<file path="src/rtl/tms_pkg.sv">
// Package for the 16-bit eight-register instruction step block.
// Holds command codes, opcodes, function codes and controller command/status types.
// No dependencies.
`default_nettype none
package tms_pkg;
  localparam logic [1:0] CMD_WRITE = 2'd0;
  localparam logic [1:0] CMD_READ  = 2'd1;
  localparam logic [1:0] CMD_SETPC = 2'd2;
  localparam logic [1:0] CMD_STEP  = 2'd3;

  localparam logic [3:0] OP_RTYPE = 4'h0;
  localparam logic [3:0] OP_BEQ   = 4'h1;
  localparam logic [3:0] OP_JUMP  = 4'h3;
  localparam logic [3:0] OP_LW    = 4'h4;
  localparam logic [3:0] OP_SW    = 4'h5;
  localparam logic [3:0] OP_ADDI  = 4'hA;
  localparam logic [3:0] OP_SUBI  = 4'hB;
  localparam logic [3:0] OP_HALT  = 4'hF;

  localparam logic [2:0] FN_AND = 3'd0;
  localparam logic [2:0] FN_OR  = 3'd1;
  localparam logic [2:0] FN_ADD = 3'd2;
  localparam logic [2:0] FN_SUB = 3'd3;
  localparam logic [2:0] FN_MUL = 3'd4;
  localparam logic [2:0] FN_DIV = 3'd5;

  // memory address source
  localparam logic [1:0] AS_REQ  = 2'd0;
  localparam logic [1:0] AS_PC   = 2'd1;
  localparam logic [1:0] AS_EA   = 2'd2;

  typedef struct packed {
    logic       clear;      // clear result fields
    logic       mem_we;
    logic [1:0] addr_sel;
    logic       addr_hi;    // 0 = first byte, 1 = second byte
    logic       wr_from_req;// write data from request, else rt
    logic       cap_hi;     // capture read byte as high byte
    logic       cap_lo;
    logic       to_ir;      // capture target: ir else read_data
    logic       decode;     // latch operands and ea
    logic       div_start;
    logic       mul_done;   // take product
    logic       finish;     // commit step
    logic       set_pc;
  } ctl_t;

  typedef struct packed {
    logic [3:0] op;
    logic       halt;
    logic       div_busy;
    logic       is_div;
    logic       is_mul;
  } sts_t;
endpackage
`default_nettype wire

</file>
<file path="src/rtl/tms_ctrl.sv">
// Controller state machine: sequences memory byte accesses, divide and commit.
// Depends on tms_pkg.
`default_nettype none
module tms_ctrl (
  input  wire logic          clk,
  input  wire logic          rst,
  input  wire logic          in_valid,
  output logic               in_stall,
  input  wire logic [1:0]    command,
  output logic               out_valid,
  input  wire logic          out_stall,
  output tms_pkg::ctl_t      ctl,
  input  wire tms_pkg::sts_t sts
);
  localparam logic [3:0] S_IDLE = 4'd0;
  localparam logic [3:0] S_W1   = 4'd1;
  localparam logic [3:0] S_R0   = 4'd2;
  localparam logic [3:0] S_R1   = 4'd3;
  localparam logic [3:0] S_R2   = 4'd4;
  localparam logic [3:0] S_F0   = 4'd5;
  localparam logic [3:0] S_F1   = 4'd6;
  localparam logic [3:0] S_F2   = 4'd7;
  localparam logic [3:0] S_DEC  = 4'd8;
  localparam logic [3:0] S_EXE  = 4'd9;
  localparam logic [3:0] S_DIV  = 4'd10;
  localparam logic [3:0] S_M0   = 4'd11;
  localparam logic [3:0] S_M1   = 4'd12;
  localparam logic [3:0] S_M2   = 4'd13;
  localparam logic [3:0] S_FIN  = 4'd14;
  localparam logic [3:0] S_OUT  = 4'd15;

  logic [3:0] state, state_next;
  logic       out_valid_next;

  assign in_stall = (state != S_IDLE) || (out_valid && out_stall);

  always_ff @(posedge clk) begin
    if (rst) begin
      state     <= S_IDLE;
      out_valid <= 1'b0;
    end else begin
      state     <= state_next;
      out_valid <= out_valid_next;
    end
  end

  always_comb begin
    state_next     = state;
    out_valid_next = out_valid && out_stall;
    ctl = '0;
    unique case (state)
      S_IDLE: begin
        if (in_valid && !in_stall) begin
          ctl.clear = 1'b1;
          unique case (command)
            tms_pkg::CMD_WRITE: begin
              ctl.mem_we = 1'b1; ctl.wr_from_req = 1'b1;
              state_next = S_W1;
            end
            tms_pkg::CMD_READ: state_next = S_R0;
            tms_pkg::CMD_SETPC: begin
              ctl.set_pc = 1'b1; state_next = S_OUT;
            end
            default: state_next = S_F0;
          endcase
        end
      end
      S_W1: begin
        ctl.mem_we = 1'b1; ctl.wr_from_req = 1'b1; ctl.addr_hi = 1'b1;
        state_next = S_OUT;
      end
      S_R0: state_next = S_R1;
      S_R1: begin ctl.addr_hi = 1'b1; ctl.cap_hi = 1'b1; state_next = S_R2; end
      S_R2: begin ctl.cap_lo = 1'b1; state_next = S_OUT; end
      S_F0: begin
        if (sts.halt) state_next = S_OUT;
        else begin ctl.addr_sel = tms_pkg::AS_PC; state_next = S_F1; end
      end
      S_F1: begin
        ctl.addr_sel = tms_pkg::AS_PC; ctl.addr_hi = 1'b1;
        ctl.cap_hi = 1'b1; ctl.to_ir = 1'b1; state_next = S_F2;
      end
      S_F2: begin ctl.cap_lo = 1'b1; ctl.to_ir = 1'b1; state_next = S_DEC; end
      S_DEC: begin ctl.decode = 1'b1; state_next = S_EXE; end
      S_EXE: begin
        if (sts.is_div) begin ctl.div_start = 1'b1; state_next = S_DIV; end
        else if (sts.is_mul) begin ctl.mul_done = 1'b1; state_next = S_FIN; end
        else if (sts.op == tms_pkg::OP_LW) begin
          ctl.addr_sel = tms_pkg::AS_EA; state_next = S_M1;
        end else if (sts.op == tms_pkg::OP_SW) begin
          ctl.addr_sel = tms_pkg::AS_EA; ctl.mem_we = 1'b1; state_next = S_M0;
        end else state_next = S_FIN;
      end
      S_DIV: if (!sts.div_busy) state_next = S_FIN;
      S_M0: begin
        ctl.addr_sel = tms_pkg::AS_EA; ctl.addr_hi = 1'b1; ctl.mem_we = 1'b1;
        state_next = S_FIN;
      end
      S_M1: begin
        ctl.addr_sel = tms_pkg::AS_EA; ctl.addr_hi = 1'b1; ctl.cap_hi = 1'b1;
        state_next = S_M2;
      end
      S_M2: begin ctl.finish = 1'b1; state_next = S_OUT; end
      S_FIN: begin ctl.finish = 1'b1; state_next = S_OUT; end
      S_OUT: begin out_valid_next = 1'b1; state_next = S_IDLE; end
      default: state_next = S_IDLE;
    endcase
  end
endmodule
`default_nettype wire
</file>
<file path="config.mk">
export PLATFORM = sky130hd
export DESIGN_NAME = tms_ctrl
export DESIGN_NICKNAME = d
export VERILOG_FILES = /design/src/rtl/tms_pkg.sv /design/src/rtl/tms_ctrl.sv
export SDC_FILE = /design/constraint.sdc
export NUM_CORES = 1
export LEC_CHECK = 0
export BUFFER_PORTS_ARGS = -buffer_cell sky130_fd_sc_hd__buf_4
export CORE_MARGIN = 2
export CORE_UTILIZATION = 30
export DETAILED_ROUTE_END_ITERATION = 8
export SYNTH_ARGS = -nofsm -noshare
export SYNTH_HDL_FRONTEND = slang
export SYNTH_SLANG_ARGS = --single-unit
</file>
<file path="constraint.sdc">
create_clock -name clk -period 3.7 [get_ports clk]
set_input_delay 0.74 -clock clk [delete_from_list [all_inputs] [get_ports clk]]
set_output_delay 0.74 -clock clk [all_outputs]
set_load 0.1 [all_outputs]
</file>
# Word-level counts from Yosys, hierarchy flattened
# Cells that the tools add are included.
# W data, S select, Z words.
[word_totals] reg_bits=5 wordCells=75 inputBits=14 output_inout_bits=16
[classes] eq_ne=21 muxes=36 reduce_logical=16
[ops] cell="$pmux W4 S13" count=1
[ops] cell="$eq A4 B4 Y1 const B" count=8
[ops] cell="$eq A4 B3 Y1 const B" count=6
[ops] cell="$mux W4" count=6
[ops] cell="$mux W1" count=18
[ops] cell="$mux W3" count=4
[ops] cell="$pmux W4 S3" count=1
[ops] cell="$reduce_or A2 Y1" count=5
[ops] cell="$eq A4 B2 Y1 const B" count=2
[ops] cell="$pmux W2 S4" count=1
[ops] cell="$mux W2" count=3
[ops] cell="$reduce_or A5 Y1" count=1
[ops] cell="$eq A4 B1 Y1 const B" count=1
[ops] cell="$logic_not A4 Y1" count=1
[ops] cell="$ne A2 B2 Y1 const B" count=2
[ops] cell="$reduce_bool A4 Y1" count=1
[ops] cell="$reduce_or A4 Y1" count=1
[ops] cell="$pmux W1 S3" count=1
[ops] cell="$reduce_or A3 Y1" count=1
[ops] cell="$eq A2 B1 Y1 const B" count=1
[ops] cell="$eq A2 B2 Y1 const B" count=1
[ops] cell="$logic_and A1 B1 Y1" count=2
[ops] cell="$logic_not A2 Y1" count=1
[ops] cell="$pmux W1 S2" count=1
[ops] cell="3 further kinds" count=3

# Logic depth before layout (Yosys ltp)
# Gate-level depths: netlist (run 1).
[depth] ltp_word=6 ltp_mapped=6

# Worst setup path before layout (run 1)
# Ideal clock, no wire load.
[synth_path] path_type="flip-flop to output port" start="register out_valid" end="output ctl[8] (netlist bit)" path_stages_with_launch=4 slack_ns=-1.122 arrival_ns=4.082 cell_sequence="dfxtp_1 > a21boi_0 > a21oi_1 > nor4_1"
[synth_lines] item="start, declared" line="tms_ctrl.sv:10" rtl="output logic out_valid,"
[synth_lines] item="start signal, assigned" line="tms_ctrl.sv:43" rtl="out_valid <= out_valid_next;"
[synth_lines] item="end, declared" line="tms_ctrl.sv:12" rtl="output tms_pkg::ctl_t ctl,"

==> results of run 1 <==
-- stage by stage --
| step | instances | setup slack [ns] | cell area, um^2 | hold WS (ns) |
|---|---|---|---|---|
| final | 146 | 0.9097 | 887.1 | 0.5218 |
| after global routing | 146 | 0.7522 | 887.1 | 0.5687 |
| after global placement | 142 | 0.9302 | 860.8 | 0.5246 |
| after detailed placement | 142 | 0.9073 | 860.8 | 0.5234 |
| after floorplan | 94 | 0.05109 | 656.9 | 0.7049 |
| after CTS | 146 | 0.9038 | 887.1 | 0.5316 |
-- flip-flops by register name (all words and copies together), names as in the netlist --
name	cells
out_valid	1
state	4
-- synthesized netlist by cell type, types with 2 or more instances --
| master | number |
|---|---|
| nor2b_1 | 2 |
| nor3_1 | 9 |
| and3_1 | 3 |
| ha_1 | 4 |
| nor2_1 | 9 |
| o21ai_0 | 5 |
| inv_1 | 4 |
| a21oi_1 | 6 |
| dfxtp_1 | 5 |
| buf_2 | 5 |
| nand2b_1 | 2 |
| nor3b_1 | 2 |
| nand3_1 | 2 |
| o21a_1 | 2 |
| nand2_1 | 9 |
| nor4_1 | 3 |
| nand2b_4 | 2 |
-- area by class of cell --
type / count / area (um^2)
repair buffers: 29 / 217.7
flip-flops and latches: 5 / 100.1
multi-input cells: 77 / 494.2
fillers: 224 / 1115
inverters: 4 / 15.01
clock buffers: 4 / 26.28
well taps: 27 / 33.78
-- worst min-delay path by stage --
stage	startpoint	to	slack, ns	cells past startpoint
2_1_floorplan	state[2]	state[1]	0.70	4
3_3_place_gp	out_valid	out_valid	0.52	2
3_5_place_dp	out_valid	out_valid	0.52	2
4_1_cts	out_valid	out_valid	0.53	2
5_1_grt	out_valid	out_valid	0.57	2
6_report	out_valid	out_valid	0.52	2
-- per-layer routing --
metal,wire [um],up-vias,GRT usage,part of all wire
li1,-,387,-,-
met1,854,305,0.1857,0.51
met2,705,26,0.1886,0.42
met3,96,2,0.02083,0.058
met4,6,0,0.04054,0.0036
met5,0,-,0,0
-- worst min-delay path, stage by stage, from the launching register on --
cell     delay, ns
dfxtp_1       0.31
nand2_1       0.10
a21oi_1       0.06
-- cell families (layout without fill, tap and decap cells) --
kind of cell | Yosys count | after routing | share of synthesized area
adder cells (fa/ha/maj) | 4 | 4 | 0.07693
XOR/XNOR | 1 | 1 | 0.01346
AO/OA/AOI/OAI | 23 | 23 | 0.2404
multiplexers | 1 | 1 | 0.01539
buffers and inverters | 12 | 37 | 0.09614
flip-flops | 5 | 5 | 0.1539
AND/OR/NAND/NOR | 48 | 48 | 0.4039
==> reports/results.tsv, run 1 <==
metric	value	unit
fin_nets	138	
core_area	0.002002	mm^2
crit_family	flip-flops	
grt_usage	0.1275	
crit_slowest_cell	dfxtp_1	
antenna_cells	0	
die-height	50.57	um
ios	30	
status	finished, final reports clean	
area_growth	36.35	%
vias	720	
syn_area	650.6	um^2
hpwl	1.256	mm
grt_pass1_wl	2.594	mm
antenna_found_initial	0	
routed_wl	1.663	mm
clk_pin_slew	0.04	ns
clock_path_buffers	2	
grt_max_degree	23	
drive_above_1_share	0.3025	
cts_buffers	3	
crit_path_end_kind	primary output	
cts_tree	yes	
timing.rr.start	state[3]	
cts.sinks	5	
finClkSkew	0.002518	ns
htreeDepth	1	
rrSetupSlack	1.89	ns
path_max_fanout	22	
reg2reg_depth	4	
yosysSeqAreaShare	0.1538	
min_path_type	flip-flop to flip-flop	
relSlewSlack	0.5281	
drtAntennaViolNets	0	
syn_area_per_cell	6.922	um^2
cts_setup_buffers	0	
ys_seq_elements	5	
fin_setup_tns	0	ns
critPathKind	flip-flop to primary output	
drc	0	
final_common_cell	buf_4	
cts.hold.buffers_added	0	
r2r-end	state[0]	
hold_violations	0	
grt-ovfl-total	0	
mostFrequentLayoutCells	buf_4, nor2_1, nor3_1, nand2_1, a21oi_1	
synth_edf_count	0	
dieArea	0.002557	mm^2
cts_root_buf	clkbuf_4	
start_util	0.3250	
yosysTopAreaCellShare	0.1538	
arrival	2.05	ns
start_kind	flip-flop	
via_per_inst	4.932	
rsz0062_at_grt	no	
yosysTopAreaCell	dfxtp_1	
crit_chain	nand2b_4, and3_1, a31oi_1, o22ai_1, buf_4	
worstMarginPinSlew	0.7068	ns
slew_viol_final	0	
grt_pass1_vias	624	
detail_route.wl_per_cell	11.39	um
row_count	16	
cp_num_buf_inv	1	
synth_fp_nets	112	
critPathRequiredTime	2.96	ns
cp.depth	5	
synthCells	94	
crit_start	state[1]	
clk_latency	0.24	ns
yosysWarningCount	0	
cts_resized	0	
maxCapViolations	0	
drt_iter0_markers	9	
yosysUniqueCellTypes	37	
dr.pass1.iters	4	
fin_crit	2.790	ns
port-buffer-count	29	
endpoint	ctl[12]	
setup_violations	0	
die_w	50.57	um
fmax	0.3584	GHz
fin_util	0.4431	
place.gp.congestion	0.8182	
fin_crit_sh	0.7541	
synth_area_leaders	dfxtp_1, ha_1, nor3_1	
slowest_delay	0.77	ns
synth_flop_cell	dfxtp_1	
synthArstFlopShare	0	
Power of run 1 is not shown: default switching activity piles up to over one toggle a cycle in this logic, so the estimate is an artifact.
==> run 2, diff against run 1 <==
- clock period: 3.7 -> 2.5 ns (I/O delays scaled with it)
==> run 2 against run 1 <==
Effect of this change: final cell count increased by 4.1%; setup slack got worse by 0.67 ns; register-to-register slack got worse by 1.1 ns; global-route usage increased by 1.5 points; non-clock buffer count increased by 6.
==> reports/results.tsv, run 2 (synthesized netlist as in run 1, its figures left out) <==
metric	value	unit	change
clk_pin_slew	0.04	ns	about the same
fin_util	0.4869		+0.04375
slew_viol_final	0		unchanged
detail_route.wl_per_cell	11.52	um	+1.1%
port-buffer-count	29		unchanged
antenna_found_initial	0		unchanged
cts_setup_buffers	0		unchanged
grt_usage	0.1429		+0.01547
fin_area	974.7	um^2	+9.9%
grt_pass1_vias	696		+12%
row_count	16		unchanged
fin_crit_sh	0.9047		
via_per_inst	5.000		+1.4%
place_area	948.4	um^2	+10%
max_flop_register	state		
grt_pass1_wl	2.911	mm	+12%
final_common_cell	buf_4		
cts_buffers	3		unchanged
core_area	0.002002	mm^2	unchanged
routed_wl	1.751	mm	+5.3%
drc	0		unchanged
grt_max_degree	17		-26%
fin_crit	2.262	ns	
vias	760		+5.6%
drt_iter0_markers	13		+4
hold_violations	0		unchanged
cts_root_buf	clkbuf_4		
cts.sinks	5		unchanged
final.fill_count	215		-4.0%
clk_latency	0.24	ns	about the same
mostFrequentLayoutCells	buf_4, nand2_1, nor3_1, a21oi_1		
maxCapViolations	0		unchanged
setup_slack	0.2382	ns	-0.6715 ns
dpl_worst_slack	0.2032	ns	-0.7041 ns
critPathKind	input port to primary output		
arrival	1.76	ns	-0.29 ns
dieArea	0.002557	mm^2	unchanged
hpwl	1.419	mm	+13%
htreeDepth	1		unchanged
relSlewSlack	0.6890		+0.1609
setup_violations	0		unchanged
ios	30		unchanged
dr.pass1.iters	4		unchanged
die-height	50.57	um	unchanged
grt-ovfl-total	0		unchanged
rsz0062_at_grt	no		
hold_ws	0.4694	ns	-0.05235 ns
finClkSkew	0.0006742	ns	-0.001844 ns
crit_path_end_kind	primary output		
path_max_fanout	3		-86%
min_path_type	input port to flip-flop		
place.gp.congestion	0.9236		+13%
clock_path_buffers	2		unchanged
reg_top3	state: 4 flops, out_valid: 1 flops		
start_kind	input port		
cts_resized	0		unchanged
fin_nets	144		+4.3%
cts_tree	yes		
die_w	50.57	um	unchanged
start_util	0.3250		unchanged
status	finished, final reports clean		
drive_above_1_share	0.3920		+0.08948
largest_reg_flops	4		unchanged
area_growth	49.81	%	
antenna_cells	0		unchanged
critPathRequiredTime	2.00	ns	-0.96 ns
drtAntennaViolNets	0		unchanged
fmax	0.4421	GHz	
worstMarginPinSlew	0.4600	ns	-0.2468 ns
cts.hold.buffers_added	0		unchanged
## run 2: changes by cell type in the layout (fill, tap and decap cells not counted), sizes merged
cell / before / now
buf: 29 / 35
## run 2: area by class of cell
class,count,area [um^2],area share
clock buffers,4,26.28,0.02696
inverters,4,15.01,0.01540
multi-input cells,77,536.8,0.5507
flip-flops and latches,5,100.1,0.1027
well taps,27,33.78,0.03466
repair buffers,35,262.8,0.2696
## run 2: metrics by stage
stage / TNS, ns / instances
3_5_place_dp: 0 / 148
4_1_cts: 0 / 152
5_1_grt: 0 / 152
6_report: 0 / 152
2_1_floorplan: -0.2889 / 94
3_3_place_gp: 0 / 148
## run 2: final timing paths
path / start / endpoint / slack [ns] / cells after the start
hold reg to reg: out_valid / out_valid / 0.54 / 2
setup reg to reg: state[2] / state[0] / 0.82 / 4
setup / recovery: sts[7] / ctl[12] / 0.24 / 5
hold / removal: rst / out_valid / 0.47 / 2
## run 2: worst max-delay path, cell delays in order
cell	delay (ns)
buf_4	0.11
nor4b_1	0.45
nand2_1	0.21
o22ai_4	0.17
buf_4	0.31
## run 2: layer usage
| layer | wire length [um] | track usage | up-vias |
|---|---|---|---|
| li1 | - | - | 403 |
| met1 | 800 | 0.1786 | 323 |
| met2 | 773 | 0.2281 | 32 |
| met3 | 167 | 0.05655 | 2 |
| met4 | 10 | 0.03604 | 0 |
| met5 | 0 | 0 | - |
Power of run 2 is left out for the same reason.
